===== src/rtl/isc_pkg.sv =====
// shared constants, types and control structs for the item support counter
`default_nettype none

package isc_pkg;

    // sizes of the counter store
    localparam int ITEM_SLOTS = 16384;
    localparam int COUNT_BITS = 16;
    localparam int ADDR_BITS  = (ITEM_SLOTS > 1) ? $clog2(ITEM_SLOTS) : 1;

    // fixed field widths
    localparam int ITEM_BITS      = 14;
    localparam int THRESHOLD_BITS = 16;
    localparam int TOTAL_BITS     = 15;

    localparam logic [THRESHOLD_BITS-1:0] THRESHOLD_RESET = THRESHOLD_BITS'(100);
    localparam logic [TOTAL_BITS-1:0]     TOTAL_MAX       = {TOTAL_BITS{1'b1}};
    localparam logic [COUNT_BITS-1:0]     COUNT_MAX       = {COUNT_BITS{1'b1}};
    localparam logic [ADDR_BITS-1:0]      LAST_SLOT       = ADDR_BITS'(ITEM_SLOTS - 1);

    typedef logic [ITEM_BITS-1:0]      item_t;
    typedef logic [THRESHOLD_BITS-1:0] threshold_t;
    typedef logic [TOTAL_BITS-1:0]     total_t;
    typedef logic [COUNT_BITS-1:0]     count_t;
    typedef logic [ADDR_BITS-1:0]      addr_t;

    // controller states, one-hot
    typedef enum logic [2:0] {
        ST_CLEAR  = 3'b001,
        ST_IDLE   = 3'b010,
        ST_UPDATE = 3'b100
    } ctrl_state_t;

    // controller to datapath
    typedef struct packed {
        logic clear_en;
        logic accept;
        logic update;
    } dp_cmd_t;

    // datapath to controller
    typedef struct packed {
        logic clear_last;
        logic out_free;
    } dp_status_t;

endpackage : isc_pkg

`default_nettype wire


===== src/rtl/isc_ctrl.sv =====
// controller state machine: clearing sweep, item accept and counter update
`default_nettype none

module isc_ctrl (
    input  wire logic                clk,
    input  wire logic                rst_n,
    input  wire logic                item_valid,
    output logic                     item_ready,
    output isc_pkg::dp_cmd_t         cmd,
    input  wire isc_pkg::dp_status_t status
);
    import isc_pkg::*;

    ctrl_state_t state_reg;
    ctrl_state_t state_next;

    // next state
    always_comb
    begin
        state_next = state_reg;
        unique case (state_reg)
            ST_CLEAR:
            begin
                if (status.clear_last)
                begin
                    state_next = ST_IDLE;
                end
            end
            ST_IDLE:
            begin
                if (item_valid)
                begin
                    state_next = ST_UPDATE;
                end
            end
            ST_UPDATE:
            begin
                if (status.out_free)
                begin
                    state_next = ST_IDLE;
                end
            end
            default:
            begin
                state_next = ST_CLEAR;
            end
        endcase
    end

    // state register
    always_ff @(posedge clk or negedge rst_n)
    begin
        if (!rst_n)
        begin
            state_reg <= ST_CLEAR;
        end
        else
        begin
            state_reg <= state_next;
        end
    end

    // commands
    always_comb
    begin
        item_ready   = (state_reg == ST_IDLE);
        cmd.clear_en = (state_reg == ST_CLEAR);
        cmd.accept   = (state_reg == ST_IDLE) && item_valid;
        cmd.update   = (state_reg == ST_UPDATE) && status.out_free;
    end

endmodule : isc_ctrl

`default_nettype wire


===== config.mk =====
export PLATFORM = sky130hd
export DESIGN_NAME = isc_ctrl
export DESIGN_NICKNAME = d
export VERILOG_FILES = /design/src/rtl/isc_pkg.sv /design/src/rtl/isc_ctrl.sv
export SDC_FILE = /design/constraint.sdc
export NUM_CORES = 1
export LEC_CHECK = 0
export ABC_AREA = 1
export ABC_CLOCK_PERIOD_IN_PS = 1300
export BUFFER_PORTS_ARGS = -buffer_cell sky130_fd_sc_hd__clkbuf_2
export CAP_MARGIN = 15
export CORE_AREA = 2 2 39 41
export DETAILED_ROUTE_END_ITERATION = 16
export DIE_AREA = 0 0 41 43
export HOLD_SLACK_MARGIN = 0.15
export SYNTH_ARGS = -nofsm -noshare
export SYNTH_HDL_FRONTEND = slang
export SYNTH_SLANG_ARGS = --single-unit

===== constraint.sdc =====
create_clock -name clk -period 1.3 [get_ports clk]
set_input_delay 0.195 -clock clk [delete_from_list [all_inputs] [get_ports clk]]
set_output_delay 0.195 -clock clk [all_outputs]
set_load 0.1 [all_outputs]

==> metrics.md <==
| Metric | Value |
|---|---|
| Setup Viol. Count Final | 4 |
| WL/cell | 8.24 um |
| DP Wirelength | 389 um |
| CTS Buf Count | 3 |
| Worst vdd ir | 0.891 mV |
| IO Port Bufs | 8 |
| Initial core utilization | 13.7% |
| Max reg flops | 3 |
| Path depth of the worst reg2reg path | 6 |
| Slew HR | 82.6% |
| Fraction of layout cells with a size suffix above 1 | 58.7% |
| Critical path launch point type | flip-flop |
| Post-DP Area | 369 sq um |
| Warnings from Yosys | 0 |
| Top Ports | 9 |
| WHS | 0.228 ns |
| Max cap viols | 0 |
| Critical path class | reg2out |
| Count of final max-slew check failures | 0 |
| Worst Hold Class | in2reg |
| Placed instance count | 56 |
| Area delta synth->final | 126% |
| Seq cells post-synth | 3 |
| Largest net degree at the start of global routing | 5 |
| Total Wirelength | 511 um |
| Reg2Reg Setup Slack | 0.13 ns |
| Clk buf depth | 2 |
| Fmax | 695 MHz |
| GP Congestion | 0.760 |
| Final WS setup | -0.139 ns |
| Post-Synthesis Cells | 28 |
| CTS tree | yes |
| Fin cells | 62 |
| Top-area cell type share of the netlist area | 26.3% |
| DR pass1 iterations | 2 |
| Leading area contributor after synthesis | dfrtp_1 |
| Post-layout net count | 52 |
| CTS HTree Levels | 1 |
| Tmin final | 1.44 ns |
| ANT cells | 0 |
| RSZ-0062 raised after global routing | yes |
| Post-DR vias/cell | 3.79 |
| Chip Width | 41 um |
| Worst-Margin Slew | 0.259 ns |
| Most frequent cells in the layout | nand2_1 (6), clkbuf_2 (4), buf_12 (4), buf_4 (4) |
| Site row count | 14 |
| Crit path launch | state_reg[0]$_DFFE_PN1P_ |
| Critical path endpoint category | output pin |
| Clk slew on worst S/H paths | 0.04 ns |
| Reg2reg start | state_reg[0]$_DFFE_PN1P_ |
| Design Area, Final | 429 sq um |
| Iteration-0 DRC Markers | 4 |
| Total track usage | 7.55% |
| Initial antenna violation count | 0 |
| Status | finished, violations left |
| Core area | 1380 sq um |
| Die H | 43 um |
| Period Utilization, post-route | 111% |
| Worst reg2reg path endpoint | state_reg[1]$_DFFE_PN0P_ |
| Violated checks | setup timing |
| P_leak | 0.203 nW |
| Mapped Area | 190 sq um |
| Critical path required time | 1.11 ns |
| Synthesized area per cell | 6.79 sq um |
| Crit path to | cmd[0] |
| PwrDens | 2910 nW/um^2 |
| GRT overflow | 0 |
| Synth Net Count | 33 |
| Max Clock Skew | 0.00217 ns |
| Crit path max fanout | 3 |
| Routed via count | 235 |
| Die area | 1760 sq um |
| Total Power | 0.00125 W |
| CTS root buf | clkbuf_4 |
| WP data arrival | 1.24 ns |
| Clk_lat worst skew | 0.23 ns |
| Clock Sink Count | 3 |
| First-pass GRT wire length | 800 um |
| Largest cells by area after synthesis | dfrtp_1 (26%), dfstp_2 (14%), nand2_1 (14%) |
| DRC violations left | 0 |
| Register area share after synthesis | 40.1% |
| Vias in the first global route | 218 |
| Setup_tns | -0.407 ns |
| Fin. Hold Viols | 0 |
| Post-route ant nets | 0 |
| Leading cell type in the layout, fill and taps excluded | nand2_1 |
| Distinct cells, synth | 12 |
## power breakdown
| group | internal (W) | leakage, nW | switching (W) |
|---|---|---|---|
| Combinational | 0.000343 | 0.151 | 0.000560 |
| Clock | 0.000115 | 0.0150 | 0.0000468 |
| Sequential | 0.000147 | 0.0365 | 0.0000390 |
## how the worst min path moves through the flow
stage                          from  cells past startpoint  slack, ns                        to
after floorplan               rst_n                      0      -0.10  state_reg[1]$_DFFE_PN0P_
after global placement        rst_n                      1     -0.008  state_reg[1]$_DFFE_PN0P_
after detailed placement      rst_n                      1     -0.008  state_reg[1]$_DFFE_PN0P_
after CTS                 status[1]                      4       0.22  state_reg[0]$_DFFE_PN1P_
after global routing      status[1]                      4       0.23  state_reg[0]$_DFFE_PN1P_
final                     status[1]                      4       0.23  state_reg[0]$_DFFE_PN1P_
## area by class of cell
type / instances / area [sq um]
Sequential cell: 3 / 76.3
Tap cell: 16 / 20.0
Fill cell: 158 / 955
Multi-Input combinational cell: 19 / 129
Clock buffer: 4 / 26.3
Inverter: 6 / 26.3
Timing Repair Buffer: 14 / 151
## per-stage QoR
step / worst slack, ns / util [%]
2_1_floorplan: -0.409 / -
3_3_place_gp: 0.0390 / 26.7
3_5_place_dp: 0.0158 / 26.7
4_1_cts: -0.149 / 30.3
5_1_grt: -0.176 / 31.0
6_report: -0.139 / 31.0
## kinds of logic (layout without fill, tap and decap cells)
group	Yosys count	after routing	synth area share, %
AO/OA/AOI/OAI	3	3	11.8
buffers and inverters	6	24	11.8
flip-flops	3	3	40.1
AND/OR/NAND/NOR	16	16	36.2
## critical path, stage by stage, from the launching register on
cell and delay, ns:
dfstp_2 0.38, buf_6 0.12, nor4_4 0.29, buf_12 0.21
## metal layers
layer / GRT usage [%] / wire length, um / up-vias
li1: - / - / 122
met1: 5.84 / 182 / 107
met2: 10.9 / 289 / 6
met3: 5.24 / 39 / 0
met4: 8.00 / 0 / 0
met5: 0 / 0 / -
## Yosys cell counts
master and number:
nand3_1 3, nor4_1 1, inv_2 1, nor2_2 1
dfstp_2 1, inv_1 5, nand2_1 7, dfrtp_1 2
o21ai_0 1, nor2_1 4, a21oi_2 1, o21ai_2 1
## repair_timing
item	CTS	global route
endpoints found under the hold margin	3	0
setup buffers	1	0
setup endpoints to repair	4	4
hold buffers	1	0
cloned	0	0
resized for setup	2	2
pin swaps	0	2
Note: power is estimated with default switching activity, not from simulation.
